==> config.mk <==
export PLATFORM = sky130hd
export DESIGN_NAME = sha256_stream_hasher_core
export DESIGN_NICKNAME = d
export VERILOG_FILES = /design/src/hw/rtl/sha256_pkg.sv /design/src/hw/rtl/sha256_sched.sv /design/src/hw/rtl/sha256_round.sv /design/src/hw/rtl/sha256_stream_hasher_core.sv
export SDC_FILE = /design/constraint.sdc
export NUM_CORES = 2
export LEC_CHECK = 0
export BUFFER_PORTS_ARGS = -buffer_cell sky130_fd_sc_hd__buf_2
export CAP_MARGIN = 20
export CORE_AREA = 2 2 357 359
export DETAILED_ROUTE_END_ITERATION = 6
export DIE_AREA = 0 0 359 361
export PLACE_DENSITY = 0.8
export SETUP_SLACK_MARGIN = 0.15
export SLEW_MARGIN = 5
export SYNTH_ARGS = -nofsm -noshare
export SYNTH_HDL_FRONTEND = slang
export SYNTH_SLANG_ARGS = --single-unit
==> constraint.sdc <==
create_clock -name clk -period 9.1 [get_ports clk]
set_input_delay 1.82 -clock clk [delete_from_list [all_inputs] [get_ports clk]]
set_output_delay 1.82 -clock clk [all_outputs]
set_load 0.1 [all_outputs]
==> src/hw/rtl/sha256_pkg.sv <==
package sha256_pkg;

  typedef logic [31:0] word_t;
  typedef logic [7:0][31:0] hash_t;

  // Sequencer states of the hasher.
  typedef enum logic [2:0] {
    ST_IDLE,
    ST_PAD,
    ST_INIT,
    ST_ROUND,
    ST_FOLD,
    ST_OUT
  } state_t;

  // Controls for the message schedule window.
  typedef struct packed {
    logic       wr;
    logic [5:0] idx;
    logic [7:0] val;
    logic       shift;
  } sched_ctrl_t;

  // Controls for the round datapath.
  typedef struct packed {
    logic       load;
    logic       step;
    logic       fold;
    logic       restart;
    logic [5:0] rnd;
  } round_ctrl_t;

  localparam int unsigned NumRounds  = 64;
  localparam int unsigned BlockBytes = 64;
  localparam int unsigned LenPos     = 56;
  localparam logic [7:0]  PadMark    = 8'h80;

  // Initial hash values, word 0 in the lowest slot.
  localparam hash_t HashInit = {
    32'h5be0cd19, 32'h1f83d9ab, 32'h9b05688c, 32'h510e527f,
    32'ha54ff53a, 32'h3c6ef372, 32'hbb67ae85, 32'h6a09e667
  };

  localparam word_t RoundK [NumRounds] = '{
    32'h428a2f98, 32'h71374491, 32'hb5c0fbcf, 32'he9b5dba5,
    32'h3956c25b, 32'h59f111f1, 32'h923f82a4, 32'hab1c5ed5,
    32'hd807aa98, 32'h12835b01, 32'h243185be, 32'h550c7dc3,
    32'h72be5d74, 32'h80deb1fe, 32'h9bdc06a7, 32'hc19bf174,
    32'he49b69c1, 32'hefbe4786, 32'h0fc19dc6, 32'h240ca1cc,
    32'h2de92c6f, 32'h4a7484aa, 32'h5cb0a9dc, 32'h76f988da,
    32'h983e5152, 32'ha831c66d, 32'hb00327c8, 32'hbf597fc7,
    32'hc6e00bf3, 32'hd5a79147, 32'h06ca6351, 32'h14292967,
    32'h27b70a85, 32'h2e1b2138, 32'h4d2c6dfc, 32'h53380d13,
    32'h650a7354, 32'h766a0abb, 32'h81c2c92e, 32'h92722c85,
    32'ha2bfe8a1, 32'ha81a664b, 32'hc24b8b70, 32'hc76c51a3,
    32'hd192e819, 32'hd6990624, 32'hf40e3585, 32'h106aa070,
    32'h19a4c116, 32'h1e376c08, 32'h2748774c, 32'h34b0bcb5,
    32'h391c0cb3, 32'h4ed8aa4a, 32'h5b9cca4f, 32'h682e6ff3,
    32'h748f82ee, 32'h78a5636f, 32'h84c87814, 32'h8cc70208,
    32'h90befffa, 32'ha4506ceb, 32'hbef9a3f7, 32'hc67178f2
  };

  function automatic word_t small_sigma0(word_t x);
    return {x[6:0], x[31:7]} ^ {x[17:0], x[31:18]} ^ (x >> 3);
  endfunction

  function automatic word_t small_sigma1(word_t x);
    return {x[16:0], x[31:17]} ^ {x[18:0], x[31:19]} ^ (x >> 10);
  endfunction

  function automatic word_t big_sigma0(word_t x);
    return {x[1:0], x[31:2]} ^ {x[12:0], x[31:13]} ^ {x[21:0], x[31:22]};
  endfunction

  function automatic word_t big_sigma1(word_t x);
    return {x[5:0], x[31:6]} ^ {x[10:0], x[31:11]} ^ {x[24:0], x[31:25]};
  endfunction

endpackage

==> src/hw/rtl/sha256_sched.sv <==
// Sixteen-word window that first collects the block bytes big-endian and
// then rolls forward as the message schedule, one word per round.
module sha256_sched (
  input  logic                      clk,
  input  sha256_pkg::sched_ctrl_t   ctrl,
  output sha256_pkg::word_t         w_cur
);

  logic [15:0][31:0] win;
  sha256_pkg::word_t w_new;

  assign w_new = sha256_pkg::small_sigma1(win[14]) + win[9] +
                 sha256_pkg::small_sigma0(win[1]) + win[0];
  assign w_cur = win[0];

  always_ff @(posedge clk) begin
    if (ctrl.wr) begin
      win[ctrl.idx[5:2]][{~ctrl.idx[1:0], 3'b000} +: 8] <= ctrl.val;
    end else if (ctrl.shift) begin
      win <= {w_new, win[15:1]};
    end
  end

endmodule

==> src/hw/rtl/sha256_round.sv <==
// Working variables a..h, one compression round per cycle while ctrl.step is
// high, and the chained hash words that absorb each block.
module sha256_round (
  input  logic                      clk,
  input  logic                      rst,
  input  sha256_pkg::round_ctrl_t   ctrl,
  input  sha256_pkg::word_t         w_cur,
  output sha256_pkg::hash_t         hash
);

  sha256_pkg::hash_t v;
  sha256_pkg::word_t t1;
  sha256_pkg::word_t t2;

  // v[0] is a, v[7] is h.
  assign t1 = v[7] + sha256_pkg::big_sigma1(v[4]) + ((v[4] & v[5]) ^ (~v[4] & v[6])) +
              sha256_pkg::RoundK[ctrl.rnd] + w_cur;
  assign t2 = sha256_pkg::big_sigma0(v[0]) +
              ((v[0] & v[1]) ^ (v[0] & v[2]) ^ (v[1] & v[2]));

  always_ff @(posedge clk) begin
    if (ctrl.load) begin
      v <= hash;
    end else if (ctrl.step) begin
      v <= {v[6], v[5], v[4], v[3] + t1, v[2], v[1], v[0], t1 + t2};
    end
  end

  always_ff @(posedge clk) begin
    if (rst || ctrl.restart) begin
      hash <= sha256_pkg::HashInit;
    end else if (ctrl.fold) begin
      for (int i = 0; i < 8; i++) begin
        hash[i] <= hash[i] + v[i];
      end
    end
  end

endmodule

==> src/hw/rtl/sha256_stream_hasher_core.sv <==
// SHA-256 over a byte stream. Each input item carries one message byte in
// s_tdata, with s_tuser high when that byte belongs to the message, and
// s_tlast high on the item that ends the message; an item with s_tuser low
// and s_tlast high ends a message without adding a byte, which also allows
// the empty message. Once the message ends, the block appends the standard
// padding and the 64-bit bit length (modulo 2^64) and then presents the
// eight digest words as output items, word 0 (most significant) first, with
// m_tlast on the eighth; after that it is ready for the next message.
// Timing: a byte that neither completes a block nor ends the message leaves
// s_tready high. The 64th byte of a block starts a compression (a load, 64
// rounds through the single round unit, a fold into the hash), during which
// s_tready is low, so a long message stalls its input once per block. At the
// end of a message, padding is written one byte per cycle through the same
// byte path, followed by one or two compressions and eight output items. No
// input is taken while the digest words are being delivered.
module sha256_stream_hasher_core (
  input  logic        clk,
  input  logic        rst,
  input  logic        s_tvalid,
  output logic        s_tready,
  input  logic [7:0]  s_tdata,   // [7:0] data_byte
  input  logic        s_tuser,   // [0] byte_valid
  input  logic        s_tlast,   // end_of_message
  output logic        m_tvalid,
  input  logic        m_tready,
  output logic [39:0] m_tdata,   // [31:0] digest_word, [34:32] word_index, rest zero
  output logic        m_tlast    // last_word
);

  sha256_pkg::state_t      state;
  sha256_pkg::state_t      state_next;
  sha256_pkg::sched_ctrl_t sched_ctrl;
  sha256_pkg::round_ctrl_t round_ctrl;
  sha256_pkg::hash_t       hash;
  sha256_pkg::word_t       w_cur;

  logic [5:0]  fill;
  logic [63:0] msg_bits;
  logic [5:0]  rnd;
  logic [2:0]  out_idx;
  logic        finishing;    // message ended, digest still to come
  logic        pad_started;  // the 0x80 marker has been written
  logic        len_block;    // the current block carries the length field
  logic        pad_done;     // the last padded block has been queued

  logic        in_acc;
  logic        out_acc;
  logic        msg_byte;
  logic        restart;
  logic [7:0]  pad_byte;

  assign in_acc   = s_tvalid && s_tready;
  assign out_acc  = m_tvalid && m_tready;
  assign msg_byte = in_acc && s_tuser;
  assign restart  = out_acc && (out_idx == 3'd7);

  // Padding byte: marker first, then zeros, with the big-endian bit count in
  // the last eight places of the block that carries it.
  always_comb begin
    if (!pad_started) begin
      pad_byte = sha256_pkg::PadMark;
    end else if (len_block && (fill >= 6'(sha256_pkg::LenPos))) begin
      pad_byte = msg_bits[{~fill[2:0], 3'b000} +: 8];
    end else begin
      pad_byte = 8'h00;
    end
  end

  // Next-state logic.
  always_comb begin
    state_next = state;
    unique case (state)
      sha256_pkg::ST_IDLE: begin
        if (in_acc) begin
          if (s_tuser && (fill == 6'(sha256_pkg::BlockBytes - 1))) begin
            state_next = sha256_pkg::ST_INIT;
          end else if (s_tlast) begin
            state_next = sha256_pkg::ST_PAD;
          end
        end
      end
      sha256_pkg::ST_PAD: begin
        if (fill == 6'(sha256_pkg::BlockBytes - 1)) begin
          state_next = sha256_pkg::ST_INIT;
        end
      end
      sha256_pkg::ST_INIT: begin
        state_next = sha256_pkg::ST_ROUND;
      end
      sha256_pkg::ST_ROUND: begin
        if (rnd == 6'(sha256_pkg::NumRounds - 1)) begin
          state_next = sha256_pkg::ST_FOLD;
        end
      end
      sha256_pkg::ST_FOLD: begin
        if (!finishing) begin
          state_next = sha256_pkg::ST_IDLE;
        end else if (pad_done) begin
          state_next = sha256_pkg::ST_OUT;
        end else begin
          state_next = sha256_pkg::ST_PAD;
        end
      end
      sha256_pkg::ST_OUT: begin
        if (restart) begin
          state_next = sha256_pkg::ST_IDLE;
        end
      end
      default: state_next = sha256_pkg::ST_IDLE;
    endcase
  end

  // Output and datapath control decode. The strobes here are built from the
  // raw handshake inputs, since the state alone already fixes which side is
  // ready.
  always_comb begin
    s_tready         = 1'b0;
    m_tvalid         = 1'b0;
    sched_ctrl.wr    = 1'b0;
    sched_ctrl.idx   = fill;
    sched_ctrl.val   = pad_byte;
    sched_ctrl.shift = 1'b0;
    round_ctrl.load  = 1'b0;
    round_ctrl.step  = 1'b0;
    round_ctrl.fold  = 1'b0;
    round_ctrl.restart = 1'b0;
    round_ctrl.rnd   = rnd;
    unique case (state)
      sha256_pkg::ST_IDLE: begin
        s_tready       = 1'b1;
        sched_ctrl.wr  = s_tvalid && s_tuser;
        sched_ctrl.val = s_tdata;
      end
      sha256_pkg::ST_PAD: begin
        sched_ctrl.wr = 1'b1;
      end
      sha256_pkg::ST_INIT: begin
        round_ctrl.load = 1'b1;
      end
      sha256_pkg::ST_ROUND: begin
        round_ctrl.step  = 1'b1;
        sched_ctrl.shift = 1'b1;
      end
      sha256_pkg::ST_FOLD: begin
        round_ctrl.fold = 1'b1;
      end
      sha256_pkg::ST_OUT: begin
        m_tvalid           = 1'b1;
        round_ctrl.restart = m_tready && (out_idx == 3'd7);
      end
      default: begin
      end
    endcase
  end

  assign m_tdata = {5'b00000, out_idx, hash[out_idx]};
  assign m_tlast = (out_idx == 3'd7);

  always_ff @(posedge clk) begin
    if (rst) begin
      state <= sha256_pkg::ST_IDLE;
    end else begin
      state <= state_next;
    end
  end

  always_ff @(posedge clk) begin
    if (rst || restart) begin
      fill        <= '0;
      msg_bits    <= '0;
      finishing   <= 1'b0;
      pad_started <= 1'b0;
      len_block   <= 1'b0;
      pad_done    <= 1'b0;
    end else begin
      if (sched_ctrl.wr) begin
        fill <= fill + 6'd1;
      end
      if (msg_byte) begin
        msg_bits <= msg_bits + 64'd8;
      end
      if (in_acc && s_tlast) begin
        finishing <= 1'b1;
      end
      if (state == sha256_pkg::ST_PAD) begin
        pad_started <= 1'b1;
        if (fill == 6'(sha256_pkg::BlockBytes - 1)) begin
          if (len_block && pad_started) begin
            pad_done <= 1'b1;
          end else begin
            len_block <= 1'b1;
          end
        end else if (!pad_started) begin
          len_block <= (fill < 6'(sha256_pkg::LenPos));
        end
      end
    end
  end

  always_ff @(posedge clk) begin
    if (rst) begin
      rnd     <= '0;
      out_idx <= '0;
    end else begin
      if (state == sha256_pkg::ST_INIT) begin
        rnd <= '0;
      end else if (state == sha256_pkg::ST_ROUND) begin
        rnd <= rnd + 6'd1;
      end
      if (out_acc) begin
        out_idx <= out_idx + 3'd1;
      end
    end
  end

  sha256_sched u_sched (
    .clk   (clk),
    .ctrl  (sched_ctrl),
    .w_cur (w_cur)
  );

  sha256_round u_round (
    .clk   (clk),
    .rst   (rst),
    .ctrl  (round_ctrl),
    .w_cur (w_cur),
    .hash  (hash)
  );

endmodule

After elaboration in Yosys (flattened, before gate mapping)

Memory sizes are Yosys's and may differ from the RTL's.
Cells that the tools add are included.

Bits in writable memories: 0
Bits in latches: 0
Flip-flop bits (word level): 1110
Bits in read-only memories: 2048
Memories kept: 1
Output and inout port bits: 43

$mul: 0
Equality and inequality tests: 15
Div/mod/pow operators: 0
Bitwise operators: 20
Shift-type cells: 3
Order comparisons: 6
Reductions and logical operators: 20
Add/subtract/negate cells: 23
Mux-type cells: 33

Memory list:

| memory           | words | bits a word | read ports | clocked after memory_dff | write ports | RTL line           | source |
|---|---|---|---|---|---|---|---|
| (name not given) | 64    | 32          | 1          | 0                        | 0           | sha256_round.sv:17 | `sha256_pkg::RoundK[ctrl.rnd] + w_cur;` |

Operators by type and width:

| cell                   | number |
|---|---|
| $mux 512               | 2 |
| $add 32x32->32         | 18 |
| $bwmux 512             | 1 |
| $mux 256               | 2 |
| $xor 32x32->32         | 9 |
| $and 32x32->32         | 5 |
| $demux 32 s4           | 1 |
| $mux 32                | 4 |
| $bmux 32 s3            | 1 |
| $add 64x4->64 const B  | 1 |
| $shiftx 64x7->8        | 1 |
| $not 32->32            | 1 |
| $shift 8x7->32 const A | 1 |
| $shiftx 8x7->32        | 1 |
| $xor 32x22->32         | 1 |
| $xor 32x29->32         | 1 |
| $mux 3                 | 8 |
| $mux 8                 | 3 |
| $pmux 3 s6             | 1 |
| $add 6x1->6 const B    | 2 |
| $eq 6x6->1 const B     | 2 |
| $logic_and 1x1->1      | 11 |
| $ne 2x2->1 const B     | 5 |
| $eq 3x3->1 const B     | 3 |
| 23 further kinds       | 35 |

Logic depth before layout (Yosys ltp)

Depth after elaboration: 9
Gate-level depth with buffers: 39
Depth with buffers taken out: 36

Cells and area by module

Synthesis repeated with hierarchy kept, for this count alone.

Cells, all modules: 7779
Area total of the unflattened synthesis: 75581.2 sq um

By module, submodules not included:

| module                    | instances | cells an instance | area each (sq um) |
|---|---|---|---|
| sha256_round              | 1         | 4803              | 43042.5 |
| sha256_sched              | 1         | 2307              | 26006.2 |
| sha256_stream_hasher_core | 1         | 669               | 6532.5 |

Worst setup path after synthesis

No wires, ideal clock.

Kind: reg2reg
From: reg rnd[1]
To: reg u_round.v[30] (netlist name) (data pin)
Path buffers: 2
Clock period less this slack: 8365 ps
Cell stages (with the launch flop): 38
Arrival time: 8102 ps
Setup slack: 735 ps
Required time: 8837 ps
Setup time: 263 ps
Path through: dfxtp_1 > clkbuf_1 > clkinv_1 > ha_1 > clkbuf_1 > clkinv_1 > nor2_1 > o21ai_0 > nand3_1 > o21ai_0 > o21ai_0 > fa_1 > inv_1 > fa_1 > fa_1 > inv_1 > ha_1 > fa_1 > [... 2 more ...] > nor3_2 > nor3_4 > o21bai_1 > a21oi_1 > xnor2_1 > fa_1 > ha_1 > a21o_1 > a21o_1 > a21o_1 > a21o_1 > a21oi_1 > o21ai_0 > o31ai_1 > a21oi_1 > a21oi_1 > xor2_1 > o21ai_1

Word-level cells in the longest chain between the ends: 9

RTL lines:

| what                                       | RTL line                         | source |
|---|---|---|
| start: declaration                         | sha256_stream_hasher_core.sv:39  | `logic [5:0] rnd;` |
| start signal: assignment                   | sha256_stream_hasher_core.sv:208 | `rnd <= rnd + 6'd1;` |
| $not 6->7 (not written as such)            | sha256_round.sv:17               |  |
| $mem_v2 64x32                              | -                                |  |
| $mux 32 (not written as such) (2 in a row) | sha256_round.sv:17               |  |
| $add 32x32->32                             | sha256_round.sv:16               | `assign t1 = v[7] + sha256_pkg::big_sigma1(v[4]) + ((v[4] & v[5]) ^ (~v[4] & v[6])) +` |
| $add 32x32->32                             | sha256_round.sv:17               |  |
| $add 32x32->32                             | sha256_round.sv:25               | `v <= {v[6], v[5], v[4], v[3] + t1, v[2], v[1], v[0], t1 + t2};` |
| $mux 256                                   | sha256_round.sv:24               | `end else if (ctrl.step) begin` |
| $mux 256                                   | sha256_round.sv:22               | `if (ctrl.load) begin` |
| end signal: assignment                     | sha256_round.sv:23               | `v <= hash;` |
| end signal: assignment                     | sha256_round.sv:25               |  |
| end: declaration                           | sha256_round.sv:11               | `sha256_pkg::hash_t v;` |

Every way passes these cells. The select of a mux whose other input is x is not followed.
A chain may end at the register's enable or synchronous reset.

Worst setup path after layout

Ends and elaborated chain as after synthesis.

==> flow_metrics.py <==
metrics = {
    "timing": {
        "max_freq_mhz": 115,
        "hold_violations": 0,
        "slew_viol_final": 0,
        "slew_headroom": 0.193,
        "post-route-period-util": 0.956,
        "worst_slack_ns": 0.404,
        "setup_violations": 0,
        "grt_setup_unrepaired": "no",
        "tightest_slew_ns": 1.21,
        "clock_skew_ns": 0.0703,
        "fin_crit_ns": 8.70,
        "finalSetupTns_ns": 0,
    },
    "route": {
        "drtIter0Drc": 7199,
        "vias": 62400,
        "post_drt_via_cell_ratio": 6.47,
        "final_antenna_net_count": 0,
        "routedWlPerCell_um": 25.1,
        "firstDrtPassIters": 7,
        "drc": 0,
        "routed_wl_um": 242000,
    },
    "synth": {
        "ys.flop_type": "edfxtp_1",
        "synth_cells": 7993,
        "synthArstFlopShare": 0,
        "synthTopCellsByArea": "edfxtp_1 (31%), dfxtp_1 (9.2%), nand2_1 (9.0%)",
        "synth_area_leader_cell": "edfxtp_1",
        "yosysWarnings": 0,
        "netlist_area_mm2": 0.0737,
        "synth_area_per_cell_um2": 9.22,
        "ys_ff_latch": 1107,
        "yosys.cell_types.count": 116,
        "synth_top_area_share": 0.313,
        "ys_seq_area_frac": 0.405,
        "synth_edf_count": 768,
    },
    "final_layout": {
        "fin_nets": 8501,
        "syn_to_final_growth_pct": 8.24,
        "drive_gt1_frac": 0.0780,
        "final_util": 0.636,
        "diodes": 0,
        "design_area_mm2": 0.0798,
    },
    "global_routing": {
        "grt_pass1_wl_um": 365000,
        "grt.total_usage": 0.365,
        "grt_overflow": 0,
        "grt_max_degree": 252,
        "grt_pass1_vias": 60000,
        "antenna_found_initial": 8,
    },
    "worst_setup_path": {
        "required_ns": 9.53,
        "slowest_delay_ns": 0.51,
        "arrival_ns": 9.13,
        "slowest_stage": "fa_1",
        "critPathKind": "reg2reg",
        "worstSetupStartpointType": "flop",
        "cp_max_fo": 6,
        "end_kind": "flop",
    },
    "placement": {
        "hpwl_um": 176000,
        "place.port_buffers": 51,
        "dpl_cell_area_mm2": 0.0757,
        "routabilityCongestion": 1.03,
        "dpl_worst_slack_ns": 0.199,
    },
    "run_status": {
        "status": "completed",
    },
    "clock_network": {
        "cts.htree.levels": 3,
        "cts.clk_slew.worst_paths_ns": 0.06,
        "clock-sinks": 1107,
        "clock_path_buffers": 3,
        "cts_buffers": 118,
        "root_buffer": "clkbuf_16",
        "clkLatencyLatePin_ns": 0.79,
        "cts_tree": "built",
    },
    "die": {
        "chipWidth_um": 359,
        "core_area_mm2": 0.125,
        "floorplan.initialDensity": 0.588,
        "rows": 130,
        "die-area_mm2": 0.130,
        "die_h_um": 361,
        "ioPinCount": 57,
    },
    "flow_run": {
        "drv_cap": 0,
    },
    "min_path": {
        "hp-class": "reg2reg",
    },
}
==> critical path: cells and delay by family, from the launching register on <==
kind / cells / cell delay [ns]
XOR/XNOR: 2 / 0.40
flip-flops: 1 / 0.42
AND/OR/NAND/NOR: 4 / 0.51
buffers and inverters: 5 / 0.70
AO/OA/AOI/OAI: 17 / 3.15
adder cells (fa/ha/maj): 8 / 3.21
==> placed cells by master, fill, tap and decap left out, types with 55 or more instances in the layout <==
cell and count:
xnor2_1 391, fa_1 195, nor2_1 346, o21ai_0 789
a21oi_1 536, mux4_2 80, dfxtp_1 333, nand2_1 1766
xor2_1 210, buf_4 140, o211ai_1 100, mux2_2 55
clkbuf_16 123, nand2b_1 69, edfxtp_1 768, a31oi_1 56
ha_1 398, nor3_1 92, inv_1 293, a21o_1 157
nand3_1 129
==> cells in the mapped netlist, types with 9 or more instances <==
| library cell | count |
|---|---|
| o311ai_0 | 15 |
| xnor2_1 | 392 |
| mux2_2 | 55 |
| xor2_1 | 210 |
| a221oi_1 | 13 |
| edfxtp_1 | 768 |
| maj3_1 | 22 |
| nor4_1 | 9 |
| ha_1 | 400 |
| and3_1 | 48 |
| nand2_1 | 1768 |
| mux4_2 | 80 |
| o31ai_1 | 23 |
| o21ai_0 | 795 |
| inv_1 | 293 |
| a2111oi_0 | 9 |
| and2_1 | 22 |
| a211o_1 | 11 |
| o22ai_1 | 43 |
| nor2b_1 | 45 |
| a21o_1 | 157 |
| fa_1 | 195 |
| nor3b_1 | 19 |
| o21bai_1 | 45 |
| buf_2 | 12 |
| a211oi_1 | 51 |
| mux2i_1 | 33 |
| o211ai_1 | 100 |
| nand4_1 | 35 |
| nand3b_1 | 11 |
| a31oi_1 | 59 |
| dfxtp_1 | 339 |
| buf_1 | 57 |
| nor3_1 | 99 |
| nand2b_1 | 69 |
| o21a_1 | 52 |
| or3_1 | 36 |
| or2_2 | 13 |
| o21ai_1 | 25 |
| clkbuf_1 | 350 |
| a21oi_1 | 537 |
| nand3_1 | 129 |
| nor2_1 | 349 |
| a311oi_1 | 14 |
==> metal layers <==
| metal | vias up | routed length (um) | GRT usage |
|---|---|---|---|
| met5 | - | 42 | 0 |
| met4 | 6 | 18200 | 0.232 |
| met3 | 780 | 23500 | 0.0654 |
| met2 | 3532 | 110000 | 0.581 |
| met1 | 30000 | 90500 | 0.463 |
| li1 | 28100 | - | - |
==> kinds of logic (layout without fill, tap and decap cells) <==
logic type / Yosys count / after routing / share of synthesized area
AO/OA/AOI/OAI: 2080 / 2080 / 0.170
XOR/XNOR: 603 / 603 / 0.0717
adder cells (fa/ha/maj): 617 / 617 / 0.124
buffers and inverters: 725 / 723 / 0.0374
flip-flops: 1107 / 1107 / 0.405
multiplexers: 169 / 169 / 0.0375
other: 1 / 5 / 0.0000509
AND/OR/NAND/NOR: 2691 / 2691 / 0.155
==> path summary, 6_finish.rpt <==
| kind | from | end | slack [ns] | depth (start not counted) |
|---|---|---|---|---|
| worst max-delay path | rnd[1]$_SDFFE_PP0P_ | u_round.v[30]$_DFFE_PP_ | 0.40 | 36 |
| worst min-delay path | u_round.hash[96]$_SDFFE_PP0P_ | u_round.hash[96]$_SDFFE_PP0P_ | 0.49 | 2 |
| worst max register to register | rnd[1]$_SDFFE_PP0P_ | u_round.v[30]$_DFFE_PP_ | 0.40 | 36 |
| worst min register to register | u_round.hash[96]$_SDFFE_PP0P_ | u_round.hash[96]$_SDFFE_PP0P_ | 0.49 | 2 |
==> what timing repair did <==
item | 4_1_cts | 5_1_grt
buffers inserted | 0 | 1
hold buffers | 0 | 0
resized for setup | 0 | 17
endpoints found under the setup margin | 0 | 13
==> per-stage QoR <==
step	hold WS (ns)	cells
detailed placement	0.481	9420
global placement	0.474	9420
global route	0.514	9645
finish	0.488	9645
floorplan	0.440	7997
CTS	0.486	9643
==> state kept, by name (all words and copies together), names as in the netlist <==
register and cells:
finishing 1, u_sched.w_cur 32, len_block 1, fill 6
out_idx 3, u_round.hash 256, rnd 6, pad_started 1
u_sched.win 480, msg_bits 61, state 3, pad_done 1
u_round.v 256
==> layout make-up <==
cell class,count,area (um2)
inverter,301,1140
tap,1650,2060
multi-input combinational,6165,41300
fill,10100,45600
clock buffer,160,3320
timing repair buffer,199,1450
clock inverter,63,678
sequential,1107,29900
Power is not shown: default switching activity piles up to over one toggle a cycle in this logic, so the estimate is an artifact.
